===== src/design/chts_pkg.sv =====
// Shared types, constants and the bucket hash for the chained hash symbol table.
`default_nettype none
package chts_pkg;

  // Table geometry. The bucket count is a power of two.
  localparam int BUCKET_COUNT = 16;
  localparam int POOL_ENTRIES = 64;
  localparam int KEY_WIDTH    = 32;
  localparam int VALUE_WIDTH  = 32;

  // Bucket index, pool index and pool pointer widths.
  // A pointer has one more code than the pool: the empty-chain marker.
  localparam int BKT_W = $clog2(BUCKET_COUNT);
  localparam int IDX_W = $clog2(POOL_ENTRIES);
  localparam int PTR_W = $clog2(POOL_ENTRIES + 1);

  // Hash shift amounts.
  localparam int HASH_SHIFT_LO = 3;
  localparam int HASH_SHIFT_HI = 10;

  typedef logic [BKT_W-1:0]       bkt_t;
  typedef logic [IDX_W-1:0]       idx_t;
  typedef logic [PTR_W-1:0]       ptr_t;
  typedef logic [KEY_WIDTH-1:0]   key_t;
  typedef logic [VALUE_WIDTH-1:0] value_t;

  localparam ptr_t NIL_PTR = PTR_W'(POOL_ENTRIES);

  // Action codes.
  localparam logic [2:0] ACT_INSERT = 3'd0;
  localparam logic [2:0] ACT_LOCAL  = 3'd1;
  localparam logic [2:0] ACT_WEAK   = 3'd2;
  localparam logic [2:0] ACT_GET    = 3'd3;
  localparam logic [2:0] ACT_CLEAR  = 3'd4;

  // Status codes.
  localparam logic [1:0] STAT_OK   = 2'd0;
  localparam logic [1:0] STAT_MISS = 2'd1;
  localparam logic [1:0] STAT_FULL = 2'd2;

  // Write command towards the entry pool.
  typedef struct packed {
    logic   all_en;
    logic   val_en;
    idx_t   addr;
    key_t   key;
    value_t value;
    ptr_t   next;
    logic   weak_mark;
  } pool_wr_t;

  // Command towards the bucket head registers.
  typedef struct packed {
    logic clear;
    logic wr_en;
    bkt_t idx;
    ptr_t ptr;
  } bkt_cmd_t;

  // Bucket of a key: ((key >> 3) xor (key >> 10)) mod BUCKET_COUNT.
  function automatic bkt_t bucket_of(key_t k);
    key_t mixed;
    mixed = (k >> HASH_SHIFT_LO) ^ (k >> HASH_SHIFT_HI);
    return mixed[BKT_W-1:0];
  endfunction

endpackage
`default_nettype wire


===== src/design/chts_bucket.sv =====
// Bucket head registers that clear all heads at once, with one hashed read port.
`default_nettype none
module chts_bucket (
  input  wire logic               clk,
  input  wire logic               rst_n,
  input  wire chts_pkg::bkt_cmd_t cmd,
  input  wire chts_pkg::key_t     rd_key,
  output chts_pkg::ptr_t          rd_head
);

  chts_pkg::ptr_t head_r [chts_pkg::BUCKET_COUNT];

  // Heads reset and clear to the empty-chain marker.
  always_ff @(posedge clk) begin
    if (!rst_n || cmd.clear) begin
      for (int b = 0; b < chts_pkg::BUCKET_COUNT; b++) begin
        head_r[b] <= chts_pkg::NIL_PTR;
      end
    end else if (cmd.wr_en) begin
      head_r[cmd.idx] <= cmd.ptr;
    end
  end

  // Head of the bucket that the presented key hashes to.
  assign rd_head = head_r[chts_pkg::bucket_of(rd_key)];

endmodule
`default_nettype wire


===== src/design/chts_pool.sv =====
// Entry pool memory: key, value, next pointer and weak mark, registered read.
`default_nettype none
module chts_pool (
  input  wire logic               clk,
  input  wire chts_pkg::pool_wr_t wr,
  input  wire chts_pkg::idx_t     rd_addr,
  output chts_pkg::key_t          rd_key,
  output chts_pkg::value_t        rd_value,
  output chts_pkg::ptr_t          rd_next,
  output logic                    rd_weak
);

  chts_pkg::key_t   key_mem   [chts_pkg::POOL_ENTRIES];
  chts_pkg::value_t value_mem [chts_pkg::POOL_ENTRIES];
  chts_pkg::ptr_t   next_mem  [chts_pkg::POOL_ENTRIES];
  logic             weak_mem  [chts_pkg::POOL_ENTRIES];

  // A full entry write for a new key; a value-only write for a local overwrite.
  always_ff @(posedge clk) begin
    if (wr.all_en) begin
      key_mem[wr.addr]  <= wr.key;
      next_mem[wr.addr] <= wr.next;
      weak_mem[wr.addr] <= wr.weak_mark;
    end
    if (wr.all_en || wr.val_en) begin
      value_mem[wr.addr] <= wr.value;
    end
  end

  // Registered read of one entry.
  always_ff @(posedge clk) begin
    rd_key   <= key_mem[rd_addr];
    rd_value <= value_mem[rd_addr];
    rd_next  <= next_mem[rd_addr];
    rd_weak  <= weak_mem[rd_addr];
  end

endmodule
`default_nettype wire


===== src/design/chained_hash_symbol_table.sv =====
// Top level of the chained hash symbol table: sequencer, chain walk and result register.
//
//   Channel  Ports                                        Direction  Handshake
//   in       in_action, in_key, in_value                  input      in_valid / in_stall
//   out      out_status, out_found_value, out_found_weak  output     out_valid / out_stall
//   cfg      cfg_wdata (undefined marker)                 input      cfg_we, no wait
//
// One transaction at a time. Clear and unknown actions go from acceptance straight to the
// result; a lookup visits chain entries in ISSUE/CMP pairs until the key is found, and a
// walk that reaches the chain end needs an ISSUE step of its own for the end-of-chain
// check, in which a new entry is linked. Each entry costs a pool read (ISSUE) and a key
// compare (CMP) on the single pool read port.
// Reset empties every bucket and zeroes the pool fill count; the pool needs no clearing.
// in_stall stays high from acceptance until the result has been taken.
`default_nettype none
module chained_hash_symbol_table (
  input  wire logic        clk,
  input  wire logic        rst_n,
  input  wire logic        in_valid,
  output logic             in_stall,
  input  wire logic [2:0]  in_action,
  input  wire logic [31:0] in_key,
  input  wire logic [31:0] in_value,
  output logic             out_valid,
  input  wire logic        out_stall,
  output logic [1:0]       out_status,
  output logic [31:0]      out_found_value,
  output logic             out_found_weak,
  input  wire logic        cfg_we,
  input  wire logic [31:0] cfg_wdata
);

  typedef enum logic [3:0] {
    ST_IDLE  = 4'b0001,
    ST_ISSUE = 4'b0010,
    ST_CMP   = 4'b0100,
    ST_OUT   = 4'b1000
  } state_t;

  state_t             state_r, state_nxt;
  logic [2:0]         act_r, act_nxt;
  chts_pkg::key_t     key_r, key_nxt;
  chts_pkg::value_t   val_r, val_nxt;
  chts_pkg::bkt_t     bkt_r, bkt_nxt;
  chts_pkg::ptr_t     head_r, head_nxt;
  chts_pkg::ptr_t     ptr_r, ptr_nxt;
  chts_pkg::ptr_t     used_r, used_nxt;
  chts_pkg::value_t   marker_r;
  logic [1:0]         status_r, status_nxt;
  chts_pkg::value_t   fval_r, fval_nxt;
  logic               fweak_r, fweak_nxt;

  chts_pkg::bkt_cmd_t bkt_cmd;
  chts_pkg::ptr_t     rd_head;
  chts_pkg::pool_wr_t pool_wr;
  chts_pkg::key_t     rd_key;
  chts_pkg::value_t   rd_value;
  chts_pkg::ptr_t     rd_next;
  logic               rd_weak;
  logic               in_acc;
  chts_pkg::key_t     in_key_m;

  assign in_key_m = in_key[chts_pkg::KEY_WIDTH-1:0];
  assign in_acc   = in_valid && !in_stall;

  chts_bucket u_bucket (
    .clk     (clk),
    .rst_n   (rst_n),
    .cmd     (bkt_cmd),
    .rd_key  (in_key_m),
    .rd_head (rd_head)
  );

  chts_pool u_pool (
    .clk      (clk),
    .wr       (pool_wr),
    .rd_addr  (ptr_r[chts_pkg::IDX_W-1:0]),
    .rd_key   (rd_key),
    .rd_value (rd_value),
    .rd_next  (rd_next),
    .rd_weak  (rd_weak)
  );

  // Sequencer: accept, walk the chain one entry per read/compare pair, then present.
  always_comb begin
    state_nxt  = state_r;
    act_nxt    = act_r;
    key_nxt    = key_r;
    val_nxt    = val_r;
    bkt_nxt    = bkt_r;
    head_nxt   = head_r;
    ptr_nxt    = ptr_r;
    used_nxt   = used_r;
    status_nxt = status_r;
    fval_nxt   = fval_r;
    fweak_nxt  = fweak_r;

    bkt_cmd.clear = 1'b0;
    bkt_cmd.wr_en = 1'b0;
    bkt_cmd.idx   = bkt_r;
    bkt_cmd.ptr   = used_r;

    pool_wr.all_en    = 1'b0;
    pool_wr.val_en    = 1'b0;
    pool_wr.addr      = used_r[chts_pkg::IDX_W-1:0];
    pool_wr.key       = key_r;
    pool_wr.value     = val_r;
    pool_wr.next      = head_r;
    pool_wr.weak_mark = (act_r == chts_pkg::ACT_WEAK);

    case (state_r)
      ST_IDLE: begin
        if (in_acc) begin
          act_nxt   = in_action;
          key_nxt   = in_key_m;
          val_nxt   = in_value;
          bkt_nxt   = chts_pkg::bucket_of(in_key_m);
          head_nxt  = rd_head;
          ptr_nxt   = rd_head;
          fval_nxt  = '0;
          fweak_nxt = 1'b0;
          case (in_action)
            chts_pkg::ACT_INSERT, chts_pkg::ACT_LOCAL,
            chts_pkg::ACT_WEAK, chts_pkg::ACT_GET: begin
              state_nxt = ST_ISSUE;
            end
            chts_pkg::ACT_CLEAR: begin
              bkt_cmd.clear = 1'b1;
              used_nxt      = '0;
              status_nxt    = chts_pkg::STAT_OK;
              state_nxt     = ST_OUT;
            end
            default: begin
              status_nxt = chts_pkg::STAT_MISS;
              state_nxt  = ST_OUT;
            end
          endcase
        end
      end
      ST_ISSUE: begin
        if (ptr_r == chts_pkg::NIL_PTR) begin
          // End of chain: the key is absent.
          state_nxt = ST_OUT;
          if (act_r == chts_pkg::ACT_GET) begin
            status_nxt = chts_pkg::STAT_MISS;
          end else if (used_r == chts_pkg::NIL_PTR) begin
            status_nxt = chts_pkg::STAT_FULL;
          end else begin
            // Link a new entry at the head of its chain.
            pool_wr.all_en = 1'b1;
            bkt_cmd.wr_en  = 1'b1;
            used_nxt       = used_r + chts_pkg::ptr_t'(1);
            status_nxt     = chts_pkg::STAT_OK;
          end
        end else begin
          state_nxt = ST_CMP;
        end
      end
      ST_CMP: begin
        if (rd_key == key_r) begin
          state_nxt = ST_OUT;
          if (act_r == chts_pkg::ACT_GET) begin
            fval_nxt   = rd_value;
            fweak_nxt  = rd_weak;
            status_nxt = chts_pkg::STAT_OK;
          end else if (act_r == chts_pkg::ACT_LOCAL && rd_value == marker_r) begin
            // Local insert replaces an undefined value and keeps the weak mark.
            pool_wr.val_en = 1'b1;
            pool_wr.addr   = ptr_r[chts_pkg::IDX_W-1:0];
            status_nxt     = chts_pkg::STAT_OK;
          end else begin
            status_nxt = chts_pkg::STAT_MISS;
          end
        end else begin
          ptr_nxt   = rd_next;
          state_nxt = ST_ISSUE;
        end
      end
      ST_OUT: begin
        if (!out_stall) begin
          state_nxt = ST_IDLE;
        end
      end
      default: begin
        state_nxt = ST_IDLE;
      end
    endcase
  end

  // Control state.
  always_ff @(posedge clk) begin
    if (!rst_n) begin
      state_r  <= ST_IDLE;
      used_r   <= '0;
      marker_r <= '0;
    end else begin
      state_r <= state_nxt;
      used_r  <= used_nxt;
      if (cfg_we) begin
        marker_r <= cfg_wdata;
      end
    end
  end

  // Transaction payload and result registers.
  always_ff @(posedge clk) begin
    act_r    <= act_nxt;
    key_r    <= key_nxt;
    val_r    <= val_nxt;
    bkt_r    <= bkt_nxt;
    head_r   <= head_nxt;
    ptr_r    <= ptr_nxt;
    status_r <= status_nxt;
    fval_r   <= fval_nxt;
    fweak_r  <= fweak_nxt;
  end

  assign in_stall        = (state_r != ST_IDLE);
  assign out_valid       = (state_r == ST_OUT);
  assign out_status      = status_r;
  assign out_found_value = fval_r;
  assign out_found_weak  = fweak_r;

  // An accepted transaction blocks the input until its result is taken.
  a_busy_after_accept: assert property (@(posedge clk) disable iff (!rst_n)
    in_valid && !in_stall |=> in_stall)
    else $error("input not stalled after acceptance");

  // A result is never offered while the input is open.
  a_no_overlap: assert property (@(posedge clk) disable iff (!rst_n)
    out_valid |-> in_stall)
    else $error("result offered while accepting input");

  // The pool fill count never passes the pool size.
  a_used_bound: assert property (@(posedge clk) disable iff (!rst_n)
    used_r <= chts_pkg::NIL_PTR)
    else $error("pool fill count out of range");

  // Found data is only reported with a successful status.
  a_found_ok: assert property (@(posedge clk) disable iff (!rst_n)
    out_valid && out_status != chts_pkg::STAT_OK |-> out_found_value == '0 && !out_found_weak)
    else $error("found data with a failing status");

endmodule
`default_nettype wire


===== config.mk =====
export PLATFORM = sky130hd
export DESIGN_NAME = chained_hash_symbol_table
export DESIGN_NICKNAME = d
export VERILOG_FILES = /design/src/design/chts_pkg.sv /design/src/design/chts_bucket.sv /design/src/design/chts_pool.sv /design/src/design/chained_hash_symbol_table.sv
export SDC_FILE = /design/constraint.sdc
export NUM_CORES = 2
export LEC_CHECK = 0
export BUFFER_PORTS_ARGS = -buffer_cell sky130_fd_sc_hd__clkbuf_2
export CELL_PAD_IN_SITES_DETAIL_PLACEMENT = 1
export CELL_PAD_IN_SITES_GLOBAL_PLACEMENT = 1
export CORE_ASPECT_RATIO = 1.5
export CORE_MARGIN = 5
export CORE_UTILIZATION = 34
export CTS_BUF_LIST = sky130_fd_sc_hd__clkbuf_8 sky130_fd_sc_hd__clkbuf_16
export DETAILED_ROUTE_END_ITERATION = 8
export PLACE_DENSITY = 0.54
export SLEW_MARGIN = 20
export SYNTH_ARGS = -nofsm -noshare
export SYNTH_HDL_FRONTEND = slang
export SYNTH_MEMORY_MAX_BITS = 65536
export SYNTH_SLANG_ARGS = --single-unit
export TNS_END_PERCENT = 10

===== constraint.sdc =====
create_clock -name clk -period 11.65 [get_ports clk]
set_clock_uncertainty 0.1 [all_clocks]
set_input_delay 2.33 -clock clk [delete_from_list [all_inputs] [get_ports clk]]
set_output_delay 2.33 -clock clk [all_outputs]
set_load 0.005 [all_outputs]

== Word-level counts from Yosys, hierarchy flattened ==
Memories as Yosys holds them, arrays and structs flattened. A register that Yosys moved wholly into a read port is not among the register bits.
Index checks and enable logic that the tools add are counted.
Word-level totals
  output and inout port bits: 37
  bits in latches: 0
  bits in read-only memories: 0
  logic and storage cells: 117
  bits in registers: 163
  memories kept: 5
  RAM bits: 4720
Memories
  u_pool.key_mem: words 64, width 32, read ports 1, clocked after memory_dff 1, wr ports 1, line chts_pool.sv:13  | chts_pkg::key_t key_mem [chts_pkg::POOL_ENTRIES];
  u_pool.value_mem: words 64, width 32, read ports 1, clocked after memory_dff 1, wr ports 1, line chts_pool.sv:14  | chts_pkg::value_t value_mem [chts_pkg::POOL_ENTRIES];
  u_pool.next_mem: words 64, width 7, read ports 1, clocked after memory_dff 1, wr ports 1, line chts_pool.sv:15  | chts_pkg::ptr_t next_mem [chts_pkg::POOL_ENTRIES];
  u_bucket.head_r: words 16, width 7, read ports 1, clocked after memory_dff 0, wr ports 16, line chts_bucket.sv:11  | chts_pkg::ptr_t head_r [chts_pkg::BUCKET_COUNT];
  u_pool.weak_mem: words 64, width 1, read ports 1, clocked after memory_dff 1, wr ports 1, line chts_pool.sv:16  | logic weak_mem [chts_pkg::POOL_ENTRIES];
Operators by class
  order comparisons: 0
  eq/ne operators: 26
  reductions and logical operators: 18
  mux-type cells: 54
  bitwise gates (word level): 1
  div/mod/pow operators: 0
  $add $sub $neg: 1
  $mul: 0
  shift operators: 0
Operator list (count)
  $mux 32: 3
  $mux 7: 12
  $eq 32x32->1: 2
  $pmux 32 s2: 1
  $pmux 7 s2: 2
  $mux 4: 6
  $mux 1: 21
  $ne 2x2->1 const B: 9
  $pmux 4 s4: 1
  $eq 7x7->1 const B: 2
  $eq 3x2->1 const B: 4
  $mux 2: 5
  $add 7x1->7 const B: 1
  $reduce_or 7->1: 1
  $eq 3x1->1 const B: 2
  $pmux 2 s3: 1
  $reduce_and 6->1: 1
  $reduce_and 5->1: 1
  $eq 4x1->1 const B: 1
  $eq 4x2->1 const B: 1
  $eq 4x3->1 const B: 1
  $eq 4x4->1 const B: 1
  $ne 4x1->1 const B: 1
  $pmux 2 s2: 1
  14 further kinds: 19

== Logic depth before layout (Yosys ltp) ==
  depth after elaboration: 10
  gate-level depth with buffers: 12
  gate-level depth less buffers: 8

== Hierarchy ==
From an unflattened synthesis, not the netlist that was laid out.
Second synthesis, totals
  cell total of the unflattened synthesis: 8566
  area, all modules: 188620.9 um2
Modules (own cells, without submodules)
  chts_pool: area an instance 176680.7 um2, cells an instance 7714, instances 1, sequential area each 139814.1 um2
  chained_hash_symbol_table: area an instance 6643.9 um2, cells an instance 463, instances 1, sequential area each 4464.3 um2
  chts_bucket: area an instance 5296.3 um2, cells an instance 389, instances 1, sequential area each 3363.2 um2

== Least setup slack after synthesis ==
OpenSTA, ideal clock, no wires.
  path type: in2reg
  from: input port in_valid
  to: register fval_r[0] (netlist: out_found_value[0]), enable pin
  arrival time: 4.901 ns
  stages: 2
  data required time: 11.173 ns
  setup time: 0.377 ns
  setup slack: 6.272 ns
  path through: and2_1 a31o_2
Between the ends
  word-level cells in the longest chain between the ends: 3
RTL lines
  from (decl): line chained_hash_symbol_table.sv:19  | input wire logic in_valid,
  $logic_and 1x1->1: line chained_hash_symbol_table.sv:64  | assign in_acc = in_valid && !in_stall;
  $ne 2x2->1 (no line)
  $reduce_and 4->1 (no line)
  to (signal assigned): line chained_hash_symbol_table.sv:214  | fval_r <= fval_nxt;
  to (decl): line chained_hash_symbol_table.sv:50  | chts_pkg::value_t fval_r, fval_nxt;
Every way passes these cells.
A chain may end at the register's enable or synchronous reset.

== Worst setup path in the final report ==
  from: register key_r[14]
  to: memory u_pool.key_mem[41][22] in the netlist's numbering, enable pin
Between the ends
  word-level cells in the longest chain between the ends: 3
RTL lines
  from (decl): line chained_hash_symbol_table.sv:42  | chts_pkg::key_t key_r, key_nxt;
  from (signal assigned): line chained_hash_symbol_table.sv:208  | key_r <= key_nxt;
  $eq 32x32->1: line chained_hash_symbol_table.sv:160  | if (rd_key == key_r) begin
  $mux 7: line chained_hash_symbol_table.sv:160
  $mux 7: line chained_hash_symbol_table.sv:111  | case (state_r)
  to (decl): line chts_pool.sv:13
Every way passes these cells.

==> impl_metrics.ini <==
[placement]
gp_congestion = 0.7691
dp_hpwl_um = 299100
dpl_cell_area_sq_um = 200100
portBuffers = 140

[sta]
fin_crit_ns = 6.242
max-slew-margin-rel = 0.2276
fin_crit_sh = 0.5358
finalSetupTns_ns = 0
tightest_slew_ns = 1.152
setup_viol = 0
hold_ws_ns = 0.4345
rsz0062_at_grt = false
hold_viol = 0
final_max_slew_viol_count = 0
fmax_ghz = 0.1602

[clocking]
clock_latency_ns = 1.05
post_cts_resized = 0
clk_path_buf_depth = 4
path_clk_slew_ns = 0.06
postCtsSetupBuffers = 0
cts.sink_count = 4955
cts_tree = built
ctsHoldBuffers = 0
cts_inserted_buffers = 476
h-tree-depth = 5
cts-root-buf = clkbuf_16

[cells_and_area]
layout-drive-gt1-share = 0.3222
nets = 8336
fin_area_sq_um = 215600
final_cell_mix = edfxtp_1, mux4_2, clkbuf_16
final_util = 0.3912
syn_to_final_growth_pct = 14.72
final_common_cell = edfxtp_1
fillers = 51110

[hold_path]
min_from = marker_r[6]
hold_path.class = flip-flop to flip-flop
holdPathStages = 2
hold_end = marker_r[6]

[grt]
gr-total-overflow = 0
grt_antenna_before_repair = 15
grt_max_degree = 101
grt_pass1_wl_um = 751900
grt_pass1_vias = 93610
grt_usage = 0.1859

[pwr]
peakVddDrop_mv = 0.1627
cellPowerDensity_nw_per_um2 = 203.6
leakagePower_nw = 66.13

[critical_path]
setup.worst_path.start_class = flip-flop
rr_endpoint = u_pool.key_mem[41][22]
r2r_setup_slack_ns = 5.41
path_class = flip-flop to flip-flop
cp.required_ns = 12.14
path_max_fanout = 65
worst_ep_arrival_time_ns = 6.73
rr_startpoint = key_r[14]
end_kind = flip-flop
rr_worst_depth = 10

[die]
fp-row-count = 334
fp.dieArea_sq_um = 568200
start_util = 0.3410
die_y_um = 920.7
core_area_sq_um = 551200
die_w_um = 617.1
io_pins = 141

[run]
maxCapViolations = 0

[logic_synthesis]
syn_area_sq_um = 188000
synth_edf_count = 4840
synth-main-ff-cell = edfxtp_1
async_reset_ff_frac = 0
syn_nets = 7829
syn_inst = 7723
yosys_warnings = 0
synth.yosys.seq_area_share = 0.7854
ys_ff_latch = 4955
syn_avg_cell_area_sq_um = 24.34
ys_types = 53

[drt]
drc = 0
firstDrtPassIters = 7
ant_nets = 0
vias_per_cell = 5.421
wl_per_cell_um = 33.83
num_vias = 86080
routed_wl_um = 537200
drtIter0Drc = 8265

[run_status]
outcome = complete, no violations
==> kinds of logic after synthesis <==
family	after synthesis	synth area share
DFF	4955	0.7854
adders and majority gates	2	0.0001331
buffers and inverters	435	0.009345
muxes	1506	0.1782
xor gates and xnor gates	72	0.003355
AOI/OAI and AO/OA	313	0.01088
and+or+nand+nor	440	0.01263
==> critical path: stages, from the launching register on <==
cell	delay (ns)
edfxtp_1	0.33
buf_4	0.49
xor2_1	0.24
nor4_1	0.71
nand2_1	0.33
nor4_4	0.56
buf_4	0.36
nand4b_1	0.93
buf_4	0.61
a21oi_4	0.18
buf_4	0.78
==> worst max-delay path by stage <==
| stage | start | end | slack [ns] | depth (start not counted) |
|---|---|---|---|---|
| after detailed placement | key_r[14] | u_pool.key_mem[41][23] | 5.45 | 10 |
| after CTS | key_r[14] | u_pool.key_mem[41][22] | 5.35 | 10 |
| after global routing | key_r[14] | u_pool.key_mem[9][22] | 5.36 | 10 |
| final | key_r[14] | u_pool.key_mem[41][22] | 5.41 | 10 |
| after global placement | key_r[14] | u_pool.key_mem[9][23] | 5.57 | 10 |
| after floorplan | in_valid | out_found_value[0] | 6.27 | 2 |
==> per-stage QoR <==
| step | setup WS [ns] | power, W | std cells |
|---|---|---|---|
| after global routing | 5.356 | 0.04553 | 15870 |
| after CTS | 5.354 | 0.04455 | 15870 |
| final | 5.408 | 0.04390 | 15880 |
| after detailed placement | 5.449 | 0.02913 | 14980 |
| after global placement | 5.567 | 0.02900 | 14980 |
| after floorplan | 6.272 | 0.02599 | 7723 |
==> cell usage after synthesis (35+ instances only) <==
library cell	instances	area (sq um)
xor2_1	69	604.3
buf_1	51	191.4
nor2_1	35	131.4
clkbuf_1	288	1081
mux4_2	1473	33170
a21oi_1	130	650.6
dfxtp_1	115	2302
and2_1	102	638.1
buf_2	87	435.4
nor3_1	35	175.2
nor2b_1	37	231.5
edfxtp_1	4840	145300
nand2_1	129	484.2
a22oi_1	143	1074
==> registers in the layout, indices dropped and copies added (netlist names), 32 cells and up <==
register,count
val_r,32
u_pool.rd_key,32
u_pool.rd_value,32
out_found_value,32
u_pool.key_mem,2048
u_pool.value_mem,2048
u_bucket.head_r,112
key_r,32
marker_r,32
u_pool.next_mem,448
u_pool.weak_mem,64
==> area by class of cell <==
class                      instances  area (sq um)  share of cell area
multi-input combinational       2333         40220              0.1865
sequential                      4955        147600              0.6846
clock buffer                     514         12510             0.05803
clock inverter                   375          2978             0.01381
timing repair buffer             458          3188             0.01478
inverter                           6         30.03           0.0001392
antenna                           16         40.04           0.0001857
tap                             7224          9039             0.04191
==> power breakdown <==
part	switching, W	total (W)	leakage, nW	internal [W]
clock	0.00675	0.0154	7.97	0.00863
combinational	0.00454	0.00756	13.5	0.00302
sequential	0.000322	0.0210	44.6	0.0206
total	0.0116	0.0439	66.1	0.0323
==> layer usage <==
layer	global-route usage	wire (um)	vias up
met1	0.2313	207700	48620
met4	0.04956	15630	0
li1	-	-	34380
met2	0.3400	289000	2366
met5	0	0	-
met3	0.02459	24840	721
No activity file was read; power rests on OpenSTA's default activity.
